===== src/design/wrd_pkg.sv =====
// ----------------------------------------------------------------------------
// wrd_pkg: shared types and constants
// Widths and sideband record of the radial basis displacement pipeline.
// ----------------------------------------------------------------------------
`default_nettype none

package wrd_pkg;

  localparam int COORD_W = 10;          // voxel coordinate width
  localparam int REG_W   = 16;          // configuration register width
  localparam int MM_W    = COORD_W + REG_W;  // scaled axis distance
  localparam int D2_W    = 2 * REG_W;   // squared distance inside support
  localparam int ROOT_W  = D2_W;        // isqrt of d2 * 2^32
  localparam int REM_W   = 2 * ROOT_W;  // sqrt remainder
  localparam int Q_W     = REG_W + 1;   // Q0.16 value up to 1.0
  localparam int DREM_W  = ROOT_W + 1;  // divider remainder
  localparam int IDX_W   = 2;
  localparam int IN_W    = 112;
  localparam int OUT_W   = 48;

  localparam logic [Q_W-1:0] ONE_Q16 = 17'h10000;

  typedef enum logic [IDX_W-1:0] {
    REG_SPACING_X = 2'd0,
    REG_SPACING_Y = 2'd1,
    REG_SPACING_Z = 2'd2,
    REG_RADIUS    = 2'd3
  } reg_idx_t;

  // payload and flags that ride along the pipeline
  typedef struct packed {
    logic signed [REG_W-1:0] coeff_x;
    logic signed [REG_W-1:0] coeff_y;
    logic signed [REG_W-1:0] coeff_z;
    logic                    in_sup;
    logic                    rzero;
  } side_t;

endpackage

`default_nettype wire


===== src/design/wrd_weight.sv =====
// ----------------------------------------------------------------------------
// wrd_weight: Wendland C2 weight and coefficient scaling
// w = (1-r)^4 (4r+1) in Q0.16, then floor(coeff * w / 2^16); last stage is
// the output register.
// ----------------------------------------------------------------------------
`default_nettype none

module wrd_weight (
  input  wire logic                        clk,
  input  wire logic                        rst,
  input  wire logic                        en,
  input  wire logic                        in_valid,
  input  wire logic [wrd_pkg::Q_W-1:0]     r,
  input  wire wrd_pkg::side_t              side_in,
  output logic                             out_valid,
  output logic [wrd_pkg::REG_W-1:0]        contrib_x,
  output logic [wrd_pkg::REG_W-1:0]        contrib_y,
  output logic [wrd_pkg::REG_W-1:0]        contrib_z,
  output logic                             in_support
);
  import wrd_pkg::*;

  localparam int P_W  = Q_W + 2;        // 1 + 4r, up to 5.0
  localparam int WP_W = Q_W + P_W;
  localparam int CP_W = REG_W + Q_W + 1;

  logic [3:0]          valid;
  side_t               side1, side2, side3, side4;
  logic [Q_W-1:0]      rc, t1, t2, t4, w4;
  logic [P_W-1:0]      p1, p2, p3;
  logic [2*Q_W-1:0]    sq_t, sq_t2;
  logic [WP_W-1:0]     wp;
  logic [WP_W-17:0]    wsh;
  logic signed [CP_W-1:0] px, py, pz;

  assign rc    = (r > ONE_Q16) ? ONE_Q16 : r;
  assign sq_t  = t1 * t1;
  assign sq_t2 = t2 * t2;
  assign wp    = WP_W'(t4) * WP_W'(p3);
  assign wsh   = wp[WP_W-1:16];
  assign px    = side4.coeff_x * $signed({1'b0, w4});
  assign py    = side4.coeff_y * $signed({1'b0, w4});
  assign pz    = side4.coeff_z * $signed({1'b0, w4});

  always_ff @(posedge clk) begin
    if (rst) begin
      valid     <= '0;
      out_valid <= 1'b0;
    end else if (en) begin
      valid     <= {valid[2:0], in_valid};
      out_valid <= valid[3];
    end
  end

  always_ff @(posedge clk) begin
    if (en) begin
      t1    <= ONE_Q16 - rc;
      p1    <= P_W'(ONE_Q16) + {rc, 2'b00};
      side1 <= side_in;
      t2    <= sq_t[Q_W+15:16];
      p2    <= p1;
      side2 <= side1;
      t4    <= sq_t2[Q_W+15:16];
      p3    <= p2;
      side3 <= side2;
      w4    <= (wsh > (WP_W-16)'(ONE_Q16)) ? ONE_Q16 : wsh[Q_W-1:0];
      side4 <= side3;
      // floor toward minus infinity is the arithmetic shift; range fits 16 bits
      contrib_x  <= side4.in_sup ? px[REG_W+15:16] : '0;
      contrib_y  <= side4.in_sup ? py[REG_W+15:16] : '0;
      contrib_z  <= side4.in_sup ? pz[REG_W+15:16] : '0;
      in_support <= side4.in_sup;
    end
  end

endmodule

`default_nettype wire


===== config.mk =====
export PLATFORM = sky130hd
export DESIGN_NAME = wrd_weight
export DESIGN_NICKNAME = d
export VERILOG_FILES = /design/src/design/wrd_pkg.sv /design/src/design/wrd_weight.sv
export SDC_FILE = /design/constraint.sdc
export NUM_CORES = 2
export LEC_CHECK = 0
export CORE_UTILIZATION = 40
export CTS_CLUSTER_SIZE = 24
export DETAILED_ROUTE_END_ITERATION = 12
export DONT_BUFFER_PORTS = 1
export MAX_ROUTING_LAYER = met4
export PLACE_DENSITY_LB_ADDON = 0.12
export SETUP_SLACK_MARGIN = 0.05
export SYNTH_ARGS = -nofsm -noshare
export SYNTH_HDL_FRONTEND = slang
export SYNTH_SLANG_ARGS = --single-unit

===== constraint.sdc =====
create_clock -name clk -period 7.85 [get_ports clk]
set_input_delay 0.3925 -clock clk [delete_from_list [all_inputs] [get_ports clk]]
set_output_delay 0.3925 -clock clk [all_outputs]
set_load 0.01 [all_outputs]

Word level (Yosys, flattened, before mapping)
Cells that the tools add are included.
{"block": "totals", "in_bits": 71, "register_bits": 375, "out_inout_bits": 50, "word_cells": 40}
{"block": "classes", "mul": 6, "n_addsub": 2, "n_lt_le_gt_ge": 2, "muxes": 1}
{"cell": "multiplier 16 x 18 -> 32 bit", "n": 3}
{"cell": "multiplier 17 x 17 -> 33 bit", "n": 2}
{"cell": "multiplier 17 x 19 -> 36 bit", "n": 1}
{"cell": "> comparator 20 x 17 -> 1 bit, second input constant", "n": 1}
{"cell": "adder 17 x 19 -> 19 bit, first input constant", "n": 1}
{"cell": "> comparator 17 bit, second input constant", "n": 1}
{"cell": "2-to-1 mux 17 bit", "n": 1}
{"cell": "subtractor 17 bit, first input constant", "n": 1}

Longest topological paths before layout
{"block": "depth", "depth_word": 3, "mapped_depth": 25, "mapped_depth_nobuf": 23}

Least setup slack after synthesis
No wires, ideal clock.
{"block": "synth_path", "path_kind": "flip-flop to flip-flop", "startpoint": "register t4[9]", "endpoint": "register w4[5], data pin", "path_stages_with_launch": 25, "n_path_buf": 2, "synth_period_minus_slack_ns": 6.700, "setup_time_ns": 0.169, "t_required_ns": 7.681, "setup_slack_ns": 1.150, "arrival_ns": 6.531, "path_cell_list": "edfxtp_1 -> clkbuf_1 -> clkbuf_1 -> nand2_1 -> fa_1 -> inv_1 -> fa_1 -> inv_1 -> fa_1 -> inv_1 -> fa_1 -> fa_1 -> inv_1 -> fa_1 -> inv_1 -> ha_1 -> a21oi_1 -> o21ai_1 -> a31o_1 -> o2111ai_2 -> a21oi_2 -> or4_1 -> a222oi_1 -> a211oi_2 -> nor4b_2"}
{"block": "synth_via", "elab_chain_len": 2}
{"item": "start, declared", "line_no": "wrd_weight.sv:29", "text": "logic [Q_W-1:0] rc, t1, t2, t4, w4;"}
{"item": "start signal, assigned", "line_no": "wrd_weight.sv:63", "text": "t4 <= sq_t2[Q_W+15:16];"}
{"item": "multiplier 17 x 19 -> 36 bit (*)", "line_no": "wrd_weight.sv:39", "text": "assign wp = WP_W'(t4) * WP_W'(p3);"}
{"item": "> comparator 20 x 17 -> 1 bit", "line_no": "wrd_weight.sv:66", "text": "w4 <= (wsh > (WP_W-16)'(ONE_Q16)) ? ONE_Q16 : wsh[Q_W-1:0];"}
{"item": "end signal, assigned", "line_no": "wrd_weight.sv:66"}
{"item": "end, declared", "line_no": "wrd_weight.sv:29"}
Every way passes the cells marked *; elsewhere a longest branch is shown, timed or not.
A chain may end at the register's enable or synchronous reset.

Final worst setup path
{"block": "layout_path", "startpoint": "register t4[6]", "endpoint": "register w4[6], data pin"}
The elaborated chain is that of the path after synthesis.

==> flow_summary.toml <==
[status]
status = "completed"

[setup_path]
path_cells = "and2_1, fa_1, inv_1, fa_1, fa_1, inv_1, fa_1, fa_1, inv_1, fa_1, inv_1, ha_1, a21oi_1, o21ai_1, a31o_1, o2111ai_2, a21oi_2, or4_1, a222oi_1, a211oi_2, nor3_1, buf_4"
max_stage_delay_ns = 0.68
critPathRequiredTime_ns = 8.38
critPathSlowestCell = "edfxtp_1"
startpoint_type = "flip-flop"
cp-end-kind = "flip-flop"
path_class = "reg -> reg"
critPathArrivalTime_ns = 7.96
crit_fanout = 17
crit_top_cell = "fa_1"

[logic_synthesis]
yosysTopAreaCell = "fa_1"
syn_inst = 6275
dominantRegCellSynth = "edfxtp_1"
synth_top_area_share_pct = 39.2
netlist-cell-type-count = 69
synth-seq-area-share_pct = 17.6
synth_seq_cells = 368
avgSynthCellArea_um2 = 9.95
synthesis.nets = 8216
synth_warnings = 0
synthesis.area_mm2 = 0.0625
synth.area.top_cells = "fa_1 39%, edfxtp_1 17%, ha_1 13%"
async_flop_share_pct = 0
synth_edf_count = 363

[sta]
drv_slew = 0
final-setup-viol-count = 0
hold_viol = 0
fin_crit_ns = 7.43
max_freq_mhz = 135
skew_ns = 0.0552
period_share_pct = 94.6
rsz0062_at_grt = "false"
tns_ns = 0
maxSlewHeadroom_pct = 20.8
setup_slack_ns = 0.420
tightest_slew_ns = 1.19

[global_route]
grt_pass1_wl_mm = 248
globalRoute.totalOverflow = 0
grt_start_max_net_pins = 169
grt_pass1_vias = 44700
track_usage_pct = 20.8
antenna_found_initial = 4

[final_layout]
syn2layout_area_growth_pct = 8.21
fillCellCount = 15100
final_core_util_pct = 43.7
layout-drive-gt1-share_pct = 3.83
nNetsFinal = 8228

[floorplan]
io-pin-count = 121
placementRows = 144
start_util_pct = 40.4
fp.coreArea_mm2 = 0.155
die_w_um = 397
fp.dieH_um = 397
dieArea_mm2 = 0.158

[placement]
pre_cts_ws_ns = 0.460
globalplace.congestion = 0.849
dpl.hpwl_mm = 120
io_buffers = 0

[clock_tree]
cts_buffers = 49
cts_resized = 0
cts.sink_count = 368
cts_buffer_depth = 3
clk_pin_slew_ns = 0.06
post-cts-setup-buffers = 0
htreeDepth = 2
clock_latency_ns = 0.67
cts-root-buf = "clkbuf_16"
postCtsHoldBufs = 62
cts_tree = "built"

[route]
drc = 0
firstDrtPassIters = 5
drtAntennaViolNets = 0
wl_per_cell_um = 18.2
vias_per_cell = 4.84
num_vias = 40500
drt_iter0_drc = 1845
drt-total-wl_mm = 152

[job]
cap_viol_max_count = 0

[hold_path]
hp-class = "in -> reg"
-- cells in the final DEF, fill, tap and decap left out, drive strengths merged, types with 6 or more instances in the layout --
master,Yosys,routed
xnor2,87,87
clkbuf,236,53
clkinv,0,16
a31oi,11,11
nand2b,52,52
nand2,788,788
nor2,102,102
edfxtp,363,363
o21ai,63,63
nor4,9,9
nor3b,10,10
dlygate4sd3,0,57
and3,15,15
or3,11,11
and3b,6,6
clkinvlp,0,9
or2,8,8
nor3,37,37
and2,598,598
o21a,23,23
a21boi,6,6
nand3,29,29
and4,6,6
o211ai,10,10
ha,647,647
o21bai,7,7
mux2i,10,10
buf,1,141
xor2,37,37
a21o,54,54
nand4,20,20
fa,1223,1223
a211oi,13,13
o2111ai,10,10
inv,1608,1615
nor2b,28,28
a21oi,86,86
-- cell families after synthesis --
family	count (synthesis)	share of synthesized area (%)
fa+ha+maj	1870	52.2
buf+inv	1845	11.1
simple gates	1725	13.7
flops	368	17.6
compound gates	330	3.51
xor+xnor	124	1.74
mux	13	0.214
-- state kept, by name, summed over array words and instances (netlist names) --
name        cells
contrib_x      16
contrib_y      16
contrib_z      16
in_support      1
out_valid       1
p1             16
p2             17
p3             17
side1          49
side2          49
side3          49
side4          49
t1             17
t2             17
t4             17
valid           4
w4             17
-- synth_stat cells (37+ instances only) --
cell type,number
fa_1,1223
edfxtp_1,363
a21oi_1,85
and2_1,598
nand2b_1,52
nand2_1,788
xnor2_1,87
clkbuf_1,236
o21ai_0,61
nor2_1,102
a21o_1,54
nor3_1,37
ha_1,647
xor2_1,37
inv_1,1608
-- critical path: cells and delay by family, from the launching register on --
kind,cells,cell delay [ns]
AOI/OAI and AO/OA,7,1.81
adders and majority gates,7,3.29
buffers and inverters,5,0.37
DFF,1,0.68
and+or+nand+nor,3,1.15
-- final timing paths --
check,start,endpoint,slack [ns],cells past startpoint
setup reg to reg,t4[6],w4[6],0.42,22
hold reg to reg,side3[29],side4[29],0.38,0
hold / removal,r[16],p1[18],0.05,1
setup / recovery,t4[6],w4[6],0.42,22
-- layout make-up --
type                       count  area (µm²)  share of cell area (%)
sequential                   368       11000                    16.3
clock inverter                36         367                   0.542
inverter                    1608        6040                    8.93
tap                         2044        2560                    3.78
timing repair buffer         198        1850                    2.74
antenna                        1        2.50                 0.00370
multi-input combinational   4062       44500                    65.9
clock buffer                  53        1240                    1.84
-- per-layer routing --
metal	vias up	track usage, %	share of wire (%)
met5	-	-	0
met4	0	4.23	2.1
met3	150	2.52	4.5
met2	659	34.4	48
met1	20900	27.6	45
li1	18800	-	-
-- per-stage QoR --
stage	hold slack, ns	instances	area, µm²
6_report	0.0451	8370	67600
5_1_grt	0.0186	8369	67600
4_1_cts	0.00290	8369	67600
3_5_place_dp	0.405	8218	65300
3_3_place_gp	0.401	8218	65300
2_1_floorplan	0.400	6275	62500
Power is left out: the tool's default activity adds up to more than one toggle a clock period on the data nets, which glitch-free logic cannot reach.
