File: src/design/wrd_pkg.sv
// ----------------------------------------------------------------------------
// wrd_pkg: shared types and constants
// Widths and sideband record of the radial basis displacement pipeline.
// ----------------------------------------------------------------------------
`default_nettype none

package wrd_pkg;

  localparam int COORD_W = 10;          // voxel coordinate width
  localparam int REG_W   = 16;          // configuration register width
  localparam int MM_W    = COORD_W + REG_W;  // scaled axis distance
  localparam int D2_W    = 2 * REG_W;   // squared distance inside support
  localparam int ROOT_W  = D2_W;        // isqrt of d2 * 2^32
  localparam int REM_W   = 2 * ROOT_W;  // sqrt remainder
  localparam int Q_W     = REG_W + 1;   // Q0.16 value up to 1.0
  localparam int DREM_W  = ROOT_W + 1;  // divider remainder
  localparam int IDX_W   = 2;
  localparam int IN_W    = 112;
  localparam int OUT_W   = 48;

  localparam logic [Q_W-1:0] ONE_Q16 = 17'h10000;

  typedef enum logic [IDX_W-1:0] {
    REG_SPACING_X = 2'd0,
    REG_SPACING_Y = 2'd1,
    REG_SPACING_Z = 2'd2,
    REG_RADIUS    = 2'd3
  } reg_idx_t;

  // payload and flags that ride along the pipeline
  typedef struct packed {
    logic signed [REG_W-1:0] coeff_x;
    logic signed [REG_W-1:0] coeff_y;
    logic signed [REG_W-1:0] coeff_z;
    logic                    in_sup;
    logic                    rzero;
  } side_t;

endpackage

`default_nettype wire

File: src/design/wrd_dist.sv
// ----------------------------------------------------------------------------
// wrd_dist: squared distance and support test
// Five stages: axis differences, spacing scale, squares, sum, compare.
// ----------------------------------------------------------------------------
`default_nettype none

module wrd_dist (
  input  wire logic                          clk,
  input  wire logic                          rst,
  input  wire logic                          en,
  input  wire logic                          in_valid,
  input  wire logic [wrd_pkg::COORD_W-1:0]   vx,
  input  wire logic [wrd_pkg::COORD_W-1:0]   vy,
  input  wire logic [wrd_pkg::COORD_W-1:0]   vz,
  input  wire logic [wrd_pkg::COORD_W-1:0]   cx,
  input  wire logic [wrd_pkg::COORD_W-1:0]   cy,
  input  wire logic [wrd_pkg::COORD_W-1:0]   cz,
  input  wire wrd_pkg::side_t                side_in,
  input  wire logic [wrd_pkg::REG_W-1:0]     spacing_x,
  input  wire logic [wrd_pkg::REG_W-1:0]     spacing_y,
  input  wire logic [wrd_pkg::REG_W-1:0]     spacing_z,
  input  wire logic [wrd_pkg::REG_W-1:0]     radius,
  output logic                               out_valid,
  output logic [wrd_pkg::D2_W-1:0]           d2,
  output wrd_pkg::side_t                     side_out
);
  import wrd_pkg::*;

  logic [3:0]          valid;
  side_t               side1, side2, side3, side4;
  logic [COORD_W-1:0]  ax, ay, az;
  logic [MM_W-1:0]     mx, my, mz;
  logic [D2_W-1:0]     sqx, sqy, sqz, rsq3, rsq4;
  logic                far3, far4;
  logic [D2_W+1:0]     sum4;

  always_ff @(posedge clk) begin
    if (rst) begin
      valid     <= '0;
      out_valid <= 1'b0;
    end else if (en) begin
      valid     <= {valid[2:0], in_valid};
      out_valid <= valid[3];
    end
  end

  always_ff @(posedge clk) begin
    if (en) begin
      // S1: absolute axis differences
      ax <= (vx >= cx) ? vx - cx : cx - vx;
      ay <= (vy >= cy) ? vy - cy : cy - vy;
      az <= (vz >= cz) ? vz - cz : cz - vz;
      side1       <= side_in;
      side1.rzero <= (radius == '0);
      // S2: millimetres
      mx    <= MM_W'(ax) * MM_W'(spacing_x);
      my    <= MM_W'(ay) * MM_W'(spacing_y);
      mz    <= MM_W'(az) * MM_W'(spacing_z);
      side2 <= side1;
      // S3: one axis beyond R is already outside; else each fits 16 bits
      far3  <= (mx > MM_W'(radius)) || (my > MM_W'(radius)) || (mz > MM_W'(radius));
      sqx   <= mx[REG_W-1:0] * mx[REG_W-1:0];
      sqy   <= my[REG_W-1:0] * my[REG_W-1:0];
      sqz   <= mz[REG_W-1:0] * mz[REG_W-1:0];
      rsq3  <= radius * radius;
      side3 <= side2;
      // S4: sum of squares
      sum4  <= (D2_W+2)'(sqx) + (D2_W+2)'(sqy) + (D2_W+2)'(sqz);
      far4  <= far3;
      rsq4  <= rsq3;
      side4 <= side3;
      // S5: exact d <= R on squares
      d2              <= sum4[D2_W-1:0];
      side_out        <= side4;
      side_out.in_sup <= !far4 && (sum4 <= (D2_W+2)'(rsq4));
    end
  end

endmodule

`default_nettype wire

File: config.mk
export PLATFORM = sky130hd
export DESIGN_NAME = wrd_dist
export DESIGN_NICKNAME = d
export VERILOG_FILES = /design/src/design/wrd_pkg.sv /design/src/design/wrd_dist.sv
export SDC_FILE = /design/constraint.sdc
export NUM_CORES = 2
export LEC_CHECK = 0
export ABC_CLOCK_PERIOD_IN_PS = 10800
export BUFFER_PORTS_ARGS = -buffer_cell sky130_fd_sc_hd__buf_4
export CORE_MARGIN = 3
export CORE_UTILIZATION = 39
export DETAILED_ROUTE_END_ITERATION = 16
export PLACE_DENSITY = 0.57
export RECOVER_POWER = 50
export SYNTH_ARGS = -nofsm -noshare
export SYNTH_HDL_FRONTEND = slang
export SYNTH_SLANG_ARGS = --single-unit
File: constraint.sdc
create_clock -name clk -period 10.8 [get_ports clk]
set_input_delay 1.62 -clock clk [delete_from_list [all_inputs] [get_ports clk]]
set_output_delay 1.62 -clock clk [all_outputs]
set_load 0.03 [all_outputs]
**Word-level counts from Yosys, hierarchy flattened**

Cells that the tools add are included.

- Magnitude comparators: 7
- Multiplexer cells: 3
- Reductions and logical operators: 5
- $mul: 7
- Add/sub/neg operators: 8

Operators with widths:

| cell | count |
|---|---|
| $mul 16x16->32 | 4 |
| $gt 26x16->1 | 3 |
| $mul 10x16->26 | 3 |
| $sub 10x10->10 | 6 |
| $add 33x32->34 | 1 |
| $le 34x32->1 | 1 |
| $add 32x32->33 | 1 |
| $ge 10x10->1 | 3 |
| $mux 10 | 3 |
| $logic_not 16->1 | 1 |
| $logic_or 1x1->1 | 2 |
| $logic_and 1x1->1 | 1 |
| $logic_not 1->1 | 1 |

- Word-level logic and storage cells: 68
- Flip-flop bits (word level): 587

**Longest topological paths before layout**

- Word-level depth: 3
- Gate-level depth with buffers: 26
- Gate-level depth less buffers: 24

**Worst setup path after synthesis**

OpenSTA, ideal clock, no wires.

- Kind: in2reg
- Start: input radius[3] (netlist bit)
- End: register rsq3[30] (data pin)
- Cell stages on the path: 22
- Slack: 3224 ps
- Arrival time: 7318 ps
- Data required time: 10542 ps
- Library setup time: 258 ps
- Cells stage by stage: clkbuf_1 > clkinv_1 > nor2_1 > ha_1 > xor2_1 > fa_1 > inv_1 > fa_1 > fa_1 > fa_1 > inv_1 > fa_1 > inv_1 > ha_1 > a21o_1 > a21o_1 > a21o_1 > and3_1 > a221o_1 > a221o_1 > a21oi_1 > xnor2_1

- Longest elaborated chain between the ends: 1

Ends and longest elaborated chain:

| what | RTL line | source |
|---|---|---|
| start: declaration | wrd_dist.sv:22 | `input wire logic [wrd_pkg::REG_W-1:0] radius,` |
| $mul 16x16->32 | wrd_dist.sv:65 | `rsq3 <= radius * radius;` |
| end signal: assignment | wrd_dist.sv:65 |  |
| end: declaration | wrd_dist.sv:33 | `logic [D2_W-1:0] sqx, sqy, sqz, rsq3, rsq4;` |

No other way between the ends.
A chain may end at the register's enable or synchronous reset.

**Worst setup path in the final report**

- Start: input en
- End: register mz[18], enable pin

RTL lines:

| what | RTL line | source |
|---|---|---|
| start: declaration | wrd_dist.sv:10 | `input wire logic en,` |
| end signal: assignment | wrd_dist.sv:58 | `mz <= MM_W'(az) * MM_W'(spacing_z);` |
| end: declaration | wrd_dist.sv:32 | `logic [MM_W-1:0] mx, my, mz;` |

No word-level cell between the ends.

==> results summary <==
The number of global-route vias before repair came out at 46800. The reg-to-reg setup timing slack is 3.46 ns. The post-route netlist has slightly above 6% of its cells at a drive strength greater than 1. The wire length on met2 came out at 73000 um. The critical path in this run is classified as primary input to flop. The cell at the slowest stage of the critical path is sky130_fd_sc_hd__clkbuf_1. STA puts the critical path data arrival time at 8.77 ns. Max-cap violations in this run came to 3.

The total via count in the routed design is 44300. The root buffer cell chosen for the clock tree is sky130_fd_sc_hd__clkbuf_16. Counting the fill cells in the layout gives 16600. The met3 wire length is 6530 um. The final routed DRC violation total is 0. The highest achievable clock rate came out at 117 MHz. Counting the buffers created by CTS gives between 70 and 80. For this run, the total global-route usage over all layers was measured as 17.1%. In this run the horizontal extent of the chip is 423 um. The area fraction of the dominant cell type after synthesis is between 30% and 40%. The sum of negative setup slack is 0 ns. The detailed placement HPWL is 120000 um. By count the netlist is led by sky130_fd_sc_hd__inv_1 (1512), sky130_fd_sc_hd__fa_1 (1017), sky130_fd_sc_hd__ha_1 (754). Post-CTS repair changed the size of 0 cells. Across the whole layout, storage elements account for 0.0174 mm2. In this run, placement finished with an instance count of 8954.

The maximum level of the CTS H-tree came out at 3. Global routing finished with a remaining overflow of 0. For this run, the detailed router's first-pass iteration total came to 5. For this configuration, the core starts out at a cell density of 39.4%.

Measured in cells, the most critical reg-to-reg path has a length of 22. In this run the tool buffered the top-level ports with roughly 260 buffer cells. The number of endpoints failing setup at the final stage is 0. The most common cell in the synthesized netlist is sky130_fd_sc_hd__inv_1. The maximum fanout encountered on the critical timing path came out at 126. The iteration-0 DRC count of the detailed router is 1934.

Between clock sinks in the finished design, the worst skew comes to 0.0722 ns. The area of the placeable core is 0.172 mm2. The flow ran to the end, but the final reports show violations.

The detailed router put a total of 67000 um of wire on met1. After layout, the worst path uses 79.4% of the clock period. Traced cell by cell, the critical path runs through clkbuf_1 -> clkbuf_2. Hold repair after CTS inserted 0 buffers. The per-instance average area after synthesis came out at 10.4 um2. Cells fill a little over two fifths of the core in the end. The area growth from synthesis to layout is 10.0%. The share of flip-flops with an asynchronous set or reset came out at 0%.

The min-delay analysis places its worst path in the category flop to flop. The element type at the critical path start is a primary input. Sequential elements use 25.7% of the synthesized area. Setup repair after global routing left no endpoint under its margin. The row count is 152. The placed instance area came out at 0.0723 mm2. The number of flip-flops and latches in the synthesized netlist came out at about 580. The area of the die came out at between 0.15 and 0.2 mm2. The checks that failed: max-capacitance violations, max-slew violations. Once the clock tree was built, the setup fixing pass inserted 0 buffers.

Of all cell types, the one taking the most synthesized area is sky130_fd_sc_hd__fa_1. The unique cell type count in the Yosys netlist is 83. The total count of hold-check failures in the final report came out at 0. The primary flip-flop cell chosen by synthesis mapping is sky130_fd_sc_hd__edfxtp_1. The number of antenna violations at the first check in global routing was 0. The I/O pin total came out at approximately 260. The post-route minimum period is 8.58 ns. The congestion estimate from routability-driven global placement came to 0.872. The count of flip-flops with a built-in enable after synthesis is between 500 and 600.

The clock-pin slew of the registers on the worst-case setup and hold paths is ~0.070 ns. After detailed routing, no signal wire sits above met4. The insertion delay of the later-clocked pin in the worst-skew pair came out at 0.69 ns. The data required time of the worst path is roughly 11 ns. The slew at the pin closest to its max-slew limit is roughly 6 ns. Counting both buffers and inverters, the worst setup path holds a total of 2. After detailed routing, the average wire length per cell comes to 16.6 um. The via count normalized by instance count is 4.87. The maximum clock path buffer count is 3. The final non-filler cell area came out at 0.0747 mm2. The count of clock tree sinks came out at approximately 580.

The chip height came out at around 420 um. Entering global routing, the biggest net connects between 150 and 200 pins. The startpoint identified for the worst hold timing path is rsq3[0]$_DFFE_PP_. The worst hold path passes through 0 cells. The endpoint identified for the worst register-to-register timing path is sqz[30]$_DFFE_PP_. The top cell family by delay on the critical path is buffers and inverters.

The antenna diode instance count came out at 0. The number of synthesis warnings came out at 0. By area the synthesized netlist is led by sky130_fd_sc_hd__fa_1 (30%), sky130_fd_sc_hd__edfxtp_1 (26%), sky130_fd_sc_hd__ha_1 (14%). The number of pins exceeding their max-slew limit in the final report is 243. The critical path's largest stage delay is 4.12 ns.

The relative slew slack came out at -301%. Summing every instance area after synthesis gives about 0.068 mm2. The number of antenna-violating nets in the routed design is 0. The final-stage net count came out at 8669. The worst register-to-register path begins at mz[0]$_DFFE_PP_. TritonCTS built the clock tree. The nature of the critical path endpoint is a flop. The multi-input logic area is roughly 0.044 mm2. The post-synthesis instance total came out at 6522.

The final standard cell count with taps included and fillers excluded is 9089. The routed design has 151000 um of wire. The hold path endpoint is rsq4[0]$_DFFE_PP_. The first global-routing pass estimated 247000 um of wire.
[cell families (layout without fill, tap and decap cells)]
kind of cell | Yosys count | in the layout | share of synthesized area (%)
and+or+nand+nor | 1491 | 1491 | 10.5
DFF | 582 | 582 | 25.7
xor gates and xnor gates | 257 | 257 | 3.32
AOI/OAI and AO/OA | 717 | 717 | 6.92
other | 1 | 3 | 0.00553
muxes | 27 | 27 | 0.408
buffers and inverters | 1676 | 1931 | 9.28
adders and majority gates | 1771 | 1771 | 43.9
[cells in the final DEF (no fill, tap or decap), types with 42 or more instances in the layout]
| master | instances |
|---|---|
| sky130_fd_sc_hd__and2_1 | 354 |
| sky130_fd_sc_hd__nand2_1 | 647 |
| sky130_fd_sc_hd__ha_1 | 754 |
| sky130_fd_sc_hd__o21ai_0 | 123 |
| sky130_fd_sc_hd__clkbuf_4 | 42 |
| sky130_fd_sc_hd__edfxtp_1 | 577 |
| sky130_fd_sc_hd__xor2_1 | 72 |
| sky130_fd_sc_hd__nand3_1 | 48 |
| sky130_fd_sc_hd__nor2_1 | 218 |
| sky130_fd_sc_hd__clkbuf_16 | 75 |
| sky130_fd_sc_hd__buf_4 | 218 |
| sky130_fd_sc_hd__a21oi_1 | 214 |
| sky130_fd_sc_hd__fa_1 | 1017 |
| sky130_fd_sc_hd__xnor2_1 | 185 |
| sky130_fd_sc_hd__a21o_1 | 152 |
| sky130_fd_sc_hd__inv_1 | 1512 |
[flip-flops by register name, summed over array words and instances (netlist names), 32 cells and up]
signal,flops
d2,32
sum4,34
side4,49
side1,49
side2,49
side3,49
side_out,50
[final cells by class]
cell class              instances  area share [%]
multi-input cells            4266            59.1
flip-flops and latches        582            23.3
inverters                    1518            7.63
well taps                    2310            3.87
repair buffers                278            2.75
clock buffers                  86            2.57
clock inverters                49           0.737
[per-stage QoR]
step	worst slack, ns	hold WS [ns]
after floorplan	3.22	0.400
final	2.22	0.407
after detailed placement	2.15	0.405
after global placement	2.26	0.400
after global routing	1.36	0.416
after CTS	2.94	0.402
[per-layer routing]
metal,vias up,track usage [%]
met2,836,29.1
met4,0,4.69
li1,21000,-
met3,185,2.51
met1,22300,22.8
met5,-,0
[worst max path at each step]
stage | from | to | depth (start not counted)
detailed placement | radius[3] | rsq3[28]$_DFFE_PP_ | 23
global placement | radius[3] | rsq3[28]$_DFFE_PP_ | 23
global route | en | my[0]$_DFFE_PP_ | 2
floorplan | radius[3] | rsq3[30]$_DFFE_PP_ | 22
finish | en | mz[18]$_DFFE_PP_ | 2
CTS | radius[3] | rsq3[28]$_DFFE_PP_ | 23
Power is not shown: default switching activity piles up to over one toggle a cycle in this logic, so the estimate is an artifact.
