===== config.mk =====
export PLATFORM = sky130hd
export DESIGN_NAME = wrd_div
export DESIGN_NICKNAME = d
export VERILOG_FILES = /design/src/design/wrd_pkg.sv /design/src/design/wrd_div.sv
export SDC_FILE = /design/constraint.sdc
export NUM_CORES = 2
export LEC_CHECK = 0
export BUFFER_PORTS_ARGS = -buffer_cell sky130_fd_sc_hd__buf_2
export CAP_MARGIN = 5
export CORE_MARGIN = 3
export CORE_UTILIZATION = 50
export DETAILED_ROUTE_END_ITERATION = 10
export GPL_ROUTABILITY_DRIVEN = 1
export PLACE_DENSITY = 0.66
export SYNTH_ARGS = -nofsm -noshare
export SYNTH_HDL_FRONTEND = slang
export SYNTH_SLANG_ARGS = --single-unit

===== constraint.sdc =====
create_clock -name clk -period 5.2 [get_ports clk]
set_input_delay 1.04 -clock clk [delete_from_list [all_inputs] [get_ports clk]]
set_output_delay 1.04 -clock clk [all_outputs]
set_load 0.005 [all_outputs]

===== src/design/wrd_pkg.sv =====
// ----------------------------------------------------------------------------
// wrd_pkg: shared types and constants
// Widths and sideband record of the radial basis displacement pipeline.
// ----------------------------------------------------------------------------
`default_nettype none

package wrd_pkg;

  localparam int COORD_W = 10;          // voxel coordinate width
  localparam int REG_W   = 16;          // configuration register width
  localparam int MM_W    = COORD_W + REG_W;  // scaled axis distance
  localparam int D2_W    = 2 * REG_W;   // squared distance inside support
  localparam int ROOT_W  = D2_W;        // isqrt of d2 * 2^32
  localparam int REM_W   = 2 * ROOT_W;  // sqrt remainder
  localparam int Q_W     = REG_W + 1;   // Q0.16 value up to 1.0
  localparam int DREM_W  = ROOT_W + 1;  // divider remainder
  localparam int IDX_W   = 2;
  localparam int IN_W    = 112;
  localparam int OUT_W   = 48;

  localparam logic [Q_W-1:0] ONE_Q16 = 17'h10000;

  typedef enum logic [IDX_W-1:0] {
    REG_SPACING_X = 2'd0,
    REG_SPACING_Y = 2'd1,
    REG_SPACING_Z = 2'd2,
    REG_RADIUS    = 2'd3
  } reg_idx_t;

  // payload and flags that ride along the pipeline
  typedef struct packed {
    logic signed [REG_W-1:0] coeff_x;
    logic signed [REG_W-1:0] coeff_y;
    logic signed [REG_W-1:0] coeff_z;
    logic                    in_sup;
    logic                    rzero;
  } side_t;

endpackage

`default_nettype wire


===== src/design/wrd_div.sv =====
// ----------------------------------------------------------------------------
// wrd_div: pipelined restoring divider
// r = root / R over 17 quotient bits; within support r <= 1.0 in Q0.16.
// ----------------------------------------------------------------------------
`default_nettype none

module wrd_div (
  input  wire logic                        clk,
  input  wire logic                        rst,
  input  wire logic                        en,
  input  wire logic                        in_valid,
  input  wire logic [wrd_pkg::ROOT_W-1:0]  root,
  input  wire logic [wrd_pkg::REG_W-1:0]   radius,
  input  wire wrd_pkg::side_t              side_in,
  output logic                             out_valid,
  output logic [wrd_pkg::Q_W-1:0]          r,
  output wrd_pkg::side_t                   side_out
);
  import wrd_pkg::*;

  logic [DREM_W-1:0] rem_q [0:Q_W];
  logic [Q_W-1:0]    quo_q [0:Q_W];
  side_t             side_q [0:Q_W];
  logic [Q_W:0]      valid_q;

  assign rem_q[0]   = {1'b0, root};
  assign quo_q[0]   = '0;
  assign side_q[0]  = side_in;
  assign valid_q[0] = in_valid;

  for (genvar i = 0; i < Q_W; i++) begin : g_bit
    localparam int K = Q_W - 1 - i;
    logic [DREM_W-1:0] dv;
    assign dv = DREM_W'(radius) << K;

    always_ff @(posedge clk) begin
      if (rst) begin
        valid_q[i+1] <= 1'b0;
      end else if (en) begin
        valid_q[i+1] <= valid_q[i];
      end
    end

    always_ff @(posedge clk) begin
      if (en) begin
        side_q[i+1] <= side_q[i];
        if (rem_q[i] >= dv) begin
          rem_q[i+1] <= rem_q[i] - dv;
          quo_q[i+1] <= quo_q[i] | (Q_W'(1) << K);
        end else begin
          rem_q[i+1] <= rem_q[i];
          quo_q[i+1] <= quo_q[i];
        end
      end
    end
  end

  assign out_valid = valid_q[Q_W];
  assign side_out  = side_q[Q_W];
  // zero radius: only d == 0 is in support, and then r = 0
  assign r = side_q[Q_W].rzero ? '0 : quo_q[Q_W];

endmodule

`default_nettype wire


# Word-level counts from Yosys, hierarchy flattened
# Cells that the tools add are included.
op_classes:
  muxes: 18
  add_sub_neg: 16
  n_lt_le_gt_ge: 17
ops:
  columns: ["operator", "n"]
  rows:
  - ["$mux W33", 15]
  - ["$mux W17", 2]
  - ["$ge A33 B16 Y1", 1]
  - ["$ge A33 B17 Y1", 1]
  - ["$ge A33 B18 Y1", 1]
  - ["$ge A33 B19 Y1", 1]
  - ["$ge A33 B20 Y1", 1]
  - ["$ge A33 B21 Y1", 1]
  - ["$ge A33 B22 Y1", 1]
  - ["$ge A33 B23 Y1", 1]
  - ["$ge A33 B24 Y1", 1]
  - ["$ge A33 B25 Y1", 1]
  - ["$ge A33 B26 Y1", 1]
  - ["$ge A33 B27 Y1", 1]
  - ["$ge A33 B28 Y1", 1]
  - ["$ge A33 B29 Y1", 1]
  - ["$ge A33 B30 Y1", 1]
  - ["$ge A33 B31 Y1", 1]
  - ["$sub A32 B32 Y33", 1]
  - ["$sub A33 B17 Y33", 1]
  - ["$sub A33 B18 Y33", 1]
  - ["$sub A33 B19 Y33", 1]
  - ["$sub A33 B20 Y33", 1]
  - ["$sub A33 B21 Y33", 1]
  - ["12 further kinds", 12]
word_totals:
  input_bits: 102
  output_inout_bits: 68
  reg_bits: 1684

# Longest topological paths before layout
logic_depth:
  ltp_word: 2
  ltp_mapped: 14
  ltp_nobuf: 12

# Least setup slack after synthesis
# Ideal clock, no wire load.
synth_path:
  path_kind: "input-to-reg"
  startpoint: "in radius[1] in the netlist's numbering"
  endpoint: "reg rem_q[421] in the netlist's numbering (data pin)"
  path_slack_ps: 1000
  stages: 10
  arrival_time_ps: 3931
  n_path_buf: 1
  t_required_ps: 4931
  cell_sequence: "inv_1 ha_1 nor2b_1 o31a_1 o31ai_1 a31oi_1 a211o_1 a211oi_2 clkbuf_1 o21ai_0"
synth_between:
  elab_chain_cells: 2
synth_lines:
  columns: ["element", "line", "rtl"]
  rows:
  - ["start, declared", "wrd_div.sv:13", "input wire logic [wrd_pkg::REG_W-1:0] radius,"]
  - ["$sub A33 B28 Y33 or $ge A33 B28 Y1 (tied branches)", "wrd_div.sv:48, wrd_div.sv:47", null]
  - ["$mux W33 *", "wrd_div.sv:47", "if (rem_q[i] >= dv) begin"]
  - ["end signal, assigned by index", "wrd_div.sv:48", "rem_q[i+1] <= rem_q[i] - dv;"]
  - ["end signal, assigned by index", "wrd_div.sv:51", "rem_q[i+1] <= rem_q[i];"]
  - ["end, declared", "wrd_div.sv:21", "logic [DREM_W-1:0] rem_q [0:Q_W];"]
# Every way passes the cells marked *; elsewhere a longest branch is shown, timed or not.
# A chain may end at the register's enable or synchronous reset.

# Worst setup path after layout
layout_path:
  startpoint: "in radius[14] in the netlist's numbering"
  endpoint: "reg rem_q[361] in the netlist's numbering (data pin)"
layout_between:
  elab_chain_cells: 2
layout_lines:
  columns: ["element", "line"]
  rows:
  - ["$sub A33 B26 Y33 or $ge A33 B26 Y1 (tied branches)", "wrd_div.sv:48, wrd_div.sv:47"]
  - ["$mux W33 *", "wrd_div.sv:47"]
# Marks and branches as above.

==> report_table.html <==
<table>
<tr><th>Metric</th><th>Value</th></tr>
<tr><th colspan="2">Status</th></tr>
<tr><td>Run status</td><td>finished clean</td></tr>
<tr><th colspan="2">Synth</th></tr>
<tr><td>Synth warnings</td><td>0</td></tr>
<tr><td>Largest cells by area after synthesis</td><td>sky130_fd_sc_hd__edfxtp_1 70%, sky130_fd_sc_hd__ha_1 5.2%, sky130_fd_sc_hd__xor2_1 2.2%</td></tr>
<tr><td>Post-synth EDFFs</td><td>1,531</td></tr>
<tr><td>Area of the mapped netlist</td><td>0.0655 mm²</td></tr>
<tr><td>Synth Flop Type</td><td>sky130_fd_sc_hd__edfxtp_1</td></tr>
<tr><td>Proportion of register bits with asynchronous set or reset after synthesis</td><td>0</td></tr>
<tr><td>Cell type with the highest aggregate area in the netlist</td><td>sky130_fd_sc_hd__edfxtp_1</td></tr>
<tr><td>Share of Yosys cell area claimed by the top area cell type</td><td>0.702</td></tr>
<tr><td>Count of mapped cells out of synthesis</td><td>4,352</td></tr>
<tr><td>Proportion of synthesized chip area in sequential cells</td><td>0.707</td></tr>
<tr><td>Post-Synthesis Net Count</td><td>4,742</td></tr>
<tr><td>Syn avg cell area</td><td>~15 µm²</td></tr>
<tr><td>Synthesized flop and latch total</td><td>1,548</td></tr>
<tr><td>Netlist cell types</td><td>91</td></tr>
<tr><th colspan="2">Floorplan</th></tr>
<tr><td>Floorplan die height</td><td>between 300 and 400 µm</td></tr>
<tr><td>Die Area</td><td>0.135 mm²</td></tr>
<tr><td>Initial Utilization</td><td>0.504</td></tr>
<tr><td>Core ar.</td><td>0.130 mm²</td></tr>
<tr><td>Boundary Pins</td><td>170</td></tr>
<tr><td>Rows</td><td>around 130</td></tr>
<tr><td>Die Width</td><td>about 370 µm</td></tr>
<tr><th colspan="2">Power</th></tr>
<tr><td>Final Power</td><td>about 37 mW</td></tr>
<tr><td>Pwr Density</td><td>494 mW/mm²</td></tr>
<tr><td>Static leakage</td><td>roughly 27 nW</td></tr>
<tr><td>Peak supply drop</td><td>approximately 350 µV</td></tr>
<tr><th colspan="2">Routing</th></tr>
<tr><td>Total iterations of the first detailed-routing run</td><td>6</td></tr>
<tr><td>Final wirelength</td><td>119,000 µm</td></tr>
<tr><td>Count of unresolved DRC violations after routing</td><td>0</td></tr>
<tr><td>Detailed router's first-iteration violation count</td><td>2,393</td></tr>
<tr><td>Routed Antenna Nets</td><td>0</td></tr>
<tr><td>Wire length per cell</td><td>18.1 µm</td></tr>
<tr><td>Routed vias/inst</td><td>5.43</td></tr>
<tr><td>Vias</td><td>35,500</td></tr>
<tr><th colspan="2">Placed design</th></tr>
<tr><td>Cell count after placement</td><td>6,247</td></tr>
<tr><td>Estimated wirelength of the detail-placed design</td><td>79,100 µm</td></tr>
<tr><td># port buffers</td><td>169</td></tr>
<tr><td>Cell area after placement</td><td>0.0690 mm²</td></tr>
<tr><td>Pre-CTS worst setup slack</td><td>around 550 ps</td></tr>
<tr><td>Placer congestion estimate</td><td>0.870</td></tr>
<tr><th colspan="2">Global route</th></tr>
<tr><td>Number of antenna violations at the first check in global routing</td><td>1</td></tr>
<tr><td>Global-route usage over all layers</td><td>0.174</td></tr>
<tr><td>Leftover overflow at the end of global routing</td><td>0</td></tr>
<tr><td>Via count of the first global-routing pass</td><td>34,800</td></tr>
<tr><td>Maximum number of pins on one net before global-route repair</td><td>136</td></tr>
<tr><td>Global-route wire length before repair</td><td>roughly 190,000 µm</td></tr>
<tr><th colspan="2">Clock tree</th></tr>
<tr><td>Post-CTS setup buffer count</td><td>0</td></tr>
<tr><td>CTS tree</td><td>built</td></tr>
<tr><td>PostCTS Resize Cnt</td><td>0</td></tr>
<tr><td>H-Tree Depth</td><td>4</td></tr>
<tr><td>Clock buffer count from CTS</td><td>approximately 160</td></tr>
<tr><td>Clock slew at reported path FFs</td><td>about 60 ps</td></tr>
<tr><td>Clock latency at the later pin of the worst-skew pair</td><td>~780 ps</td></tr>
<tr><td>Hold bufs inserted after CTS</td><td>0</td></tr>
<tr><td>Sink count of the clock tree</td><td>1,548</td></tr>
<tr><td>Maximum clock path buffer count</td><td>3</td></tr>
<tr><td>Library cell used as clock root buffer</td><td>sky130_fd_sc_hd__clkbuf_16</td></tr>
<tr><th colspan="2">Critical path</th></tr>
<tr><td>Launch point of the worst reg-to-reg path</td><td>rem_q[387]</td></tr>
<tr><td>Critical Path Max Stage Delay</td><td>710 ps</td></tr>
<tr><td>CP startpoint</td><td>radius[14]</td></tr>
<tr><td>Most frequent cell on the critical path</td><td>sky130_fd_sc_hd__nor4_1</td></tr>
<tr><td>Critical path data required time</td><td>between 5000 and 6000 ps</td></tr>
<tr><td>Category of the worst setup path launch point</td><td>primary input</td></tr>
<tr><td>Kind of cell with the highest combined delay on the critical path</td><td>simple AND/OR/NAND/NOR gates</td></tr>
<tr><td>Slowest-stage cell, CP</td><td>sky130_fd_sc_hd__nor4_1</td></tr>
<tr><td>Sum of buffers and inverters on the critical path</td><td>3</td></tr>
<tr><td>Maximum net fanout on the critical path</td><td>13</td></tr>
<tr><td>CP Data Arrival Time</td><td>4490 ps</td></tr>
<tr><td>CP Capture Type</td><td>flip-flop</td></tr>
<tr><td>Startpoint-to-endpoint class of the critical path</td><td>in2reg</td></tr>
<tr><td>Crit path cell chain</td><td>buf_2 -&gt; inv_1 -&gt; buf_4 -&gt; ha_1 -&gt; nand2_1 -&gt; or4b_2 -&gt; nor4_1 -&gt; nor4_1 -&gt; a21o_1 -&gt; o31ai_1 -&gt; o2111ai_1 -&gt; xnor2_1</td></tr>
<tr><th colspan="2">Layout</th></tr>
<tr><td>Antenna fix cells</td><td>0</td></tr>
<tr><td>Final core utilization</td><td>0.573</td></tr>
<tr><td>Non-filler instance count after layout</td><td>~6,500</td></tr>
<tr><td>Net count of the finished layout</td><td>a little over 5,000</td></tr>
<tr><td>Area added between synthesis and finish</td><td>13.5%</td></tr>
<tr><td>Share of final-layout standard cells stronger than drive strength 1</td><td>0.127</td></tr>
<tr><td>Post-route cell area</td><td>0.0743 mm²</td></tr>
<tr><th colspan="2">Timing</th></tr>
<tr><td>Slew at the pin closest to its max-slew limit</td><td>between 800 and 900 ps</td></tr>
<tr><td>Final Hold Viols</td><td>0</td></tr>
<tr><td>Post-layout min period</td><td>3960 ps</td></tr>
<tr><td>Final setup fails</td><td>0</td></tr>
<tr><td>Largest clock skew in the final design</td><td>~38 ps</td></tr>
<tr><td>F_max</td><td>0.252 GHz</td></tr>
<tr><td>Least setup slack across all paths after layout</td><td>1240 ps</td></tr>
<tr><td>Count of pins over their slew limit</td><td>0</td></tr>
<tr><td>Final hold slack</td><td>396 ps</td></tr>
<tr><td>Final sum of negative setup slack</td><td>0 ps</td></tr>
<tr><td>Unrepaired setup endpoints after global routing</td><td>false</td></tr>
<tr><td>Max-Slew Margin vs Limit</td><td>0.436</td></tr>
<tr><td>Fraction of the cycle the final worst path needs</td><td>0.762</td></tr>
<tr><th colspan="2">Hold path</th></tr>
<tr><td>Worst Min Path Start</td><td>side_q[655]</td></tr>
<tr><td>Worst min-delay path category</td><td>reg2reg</td></tr>
<tr><th colspan="2">Flow run</th></tr>
<tr><td># Max-Cap Violations</td><td>0</td></tr>
</table>
-- routing by layer --
layer | wire length [µm] | share of wire | vias to the layer above | global-route usage
li1 | - | - | 17400 | -
met1 | 52800 | 0.45 | 17300 | 0.228
met2 | 57400 | 0.48 | 663 | 0.289
met3 | 4960 | 0.042 | 222 | 0.0356
met4 | 3410 | 0.029 | 0 | 0.0623
met5 | 0 | 0 | - | 0
-- area by class of cell --
class	count	area [µm²]
Multi-Input combinational cell	2571	18100
Timing Repair Buffer	269	1920
Sequential cell	1548	46300
Tap cell	1742	2180
Fill cell	10200	55500
Clock inverter	101	1160
Inverter	117	442
Clock buffer	193	4190
-- worst paths after layout --
path	to	slack, ps	depth (start not counted)
setup / recovery	rem_q[361]	1240	12
hold / removal	side_q[605]	400	0
setup reg to reg	rem_q[361]	1520	9
hold reg to reg	side_q[605]	400	0
-- layout by cell type, fill, tap and decap left out, types with 45 or more instances in the layout --
cell type	count
sky130_fd_sc_hd__edfxtp_1	1531
sky130_fd_sc_hd__ha_1	272
sky130_fd_sc_hd__nor2_1	251
sky130_fd_sc_hd__a21oi_1	251
sky130_fd_sc_hd__nand2_1	236
sky130_fd_sc_hd__o21ai_0	196
sky130_fd_sc_hd__buf_2	168
sky130_fd_sc_hd__xor2_1	163
sky130_fd_sc_hd__clkbuf_16	163
sky130_fd_sc_hd__xnor2_1	154
sky130_fd_sc_hd__inv_1	116
sky130_fd_sc_hd__nor3_1	105
sky130_fd_sc_hd__a21o_1	75
sky130_fd_sc_hd__buf_4	75
sky130_fd_sc_hd__nand3_1	68
sky130_fd_sc_hd__nor4_1	65
sky130_fd_sc_hd__mux2_2	65
sky130_fd_sc_hd__nor2b_1	60
sky130_fd_sc_hd__o21a_1	45
-- sequential cells by signal, summed over array words and instances, names as in the netlist --
name	count
out_valid	1
quo_q	153
side_out	50
side_q	800
valid_q	16
rem_q	528
-- synthesized netlist by cell type, types with 41 or more instances --
cell type                  number
sky130_fd_sc_hd__a21o_1        75
sky130_fd_sc_hd__a21oi_1      251
sky130_fd_sc_hd__buf_4         53
sky130_fd_sc_hd__clkbuf_1      56
sky130_fd_sc_hd__edfxtp_1    1531
sky130_fd_sc_hd__ha_1         272
sky130_fd_sc_hd__inv_1        116
sky130_fd_sc_hd__mux2_2        65
sky130_fd_sc_hd__nand2_1      236
sky130_fd_sc_hd__nand2b_1      41
sky130_fd_sc_hd__nand3_1       68
sky130_fd_sc_hd__nor2_1       251
sky130_fd_sc_hd__nor2b_1       60
sky130_fd_sc_hd__nor3_1       105
sky130_fd_sc_hd__nor4_1        65
sky130_fd_sc_hd__o21a_1        45
sky130_fd_sc_hd__o21ai_0      197
sky130_fd_sc_hd__xnor2_1      154
sky130_fd_sc_hd__xor2_1       163
-- power by group --
group	total, mW	switching [mW]	internal [mW]	leakage, nW
Combinational	8.32	4.66	3.66	9.28
Sequential	17.1	1.00	16.1	15.0
Clock	11.3	4.79	6.54	2.58
-- logic make-up (layout without fill, tap and decap cells) --
| group | Yosys count | after routing | share of synthesized area |
|---|---|---|---|
| AO/OA/AOI/OAI | 819 | 819 | 0.0790 |
| XOR/XNOR | 317 | 317 | 0.0424 |
| adder cells (fa/ha/maj) | 288 | 288 | 0.0569 |
| buffers and inverters | 233 | 680 | 0.0166 |
| flip-flops | 1548 | 1548 | 0.707 |
| multiplexers | 91 | 91 | 0.0152 |
| AND/OR/NAND/NOR | 1056 | 1056 | 0.0824 |
-- worst register-to-register path: stages (launching register included) --
cell and delay [ps]:
sky130_fd_sc_hd__edfxtp_1 400, sky130_fd_sc_hd__ha_1 390, sky130_fd_sc_hd__nand2_1 210, sky130_fd_sc_hd__or4b_2 660
sky130_fd_sc_hd__nor4_1 710, sky130_fd_sc_hd__nor4_1 260, sky130_fd_sc_hd__a21o_1 230, sky130_fd_sc_hd__o31ai_1 170
sky130_fd_sc_hd__o2111ai_1 230, sky130_fd_sc_hd__xnor2_1 170
No activity file was read; power rests on OpenSTA's default activity.
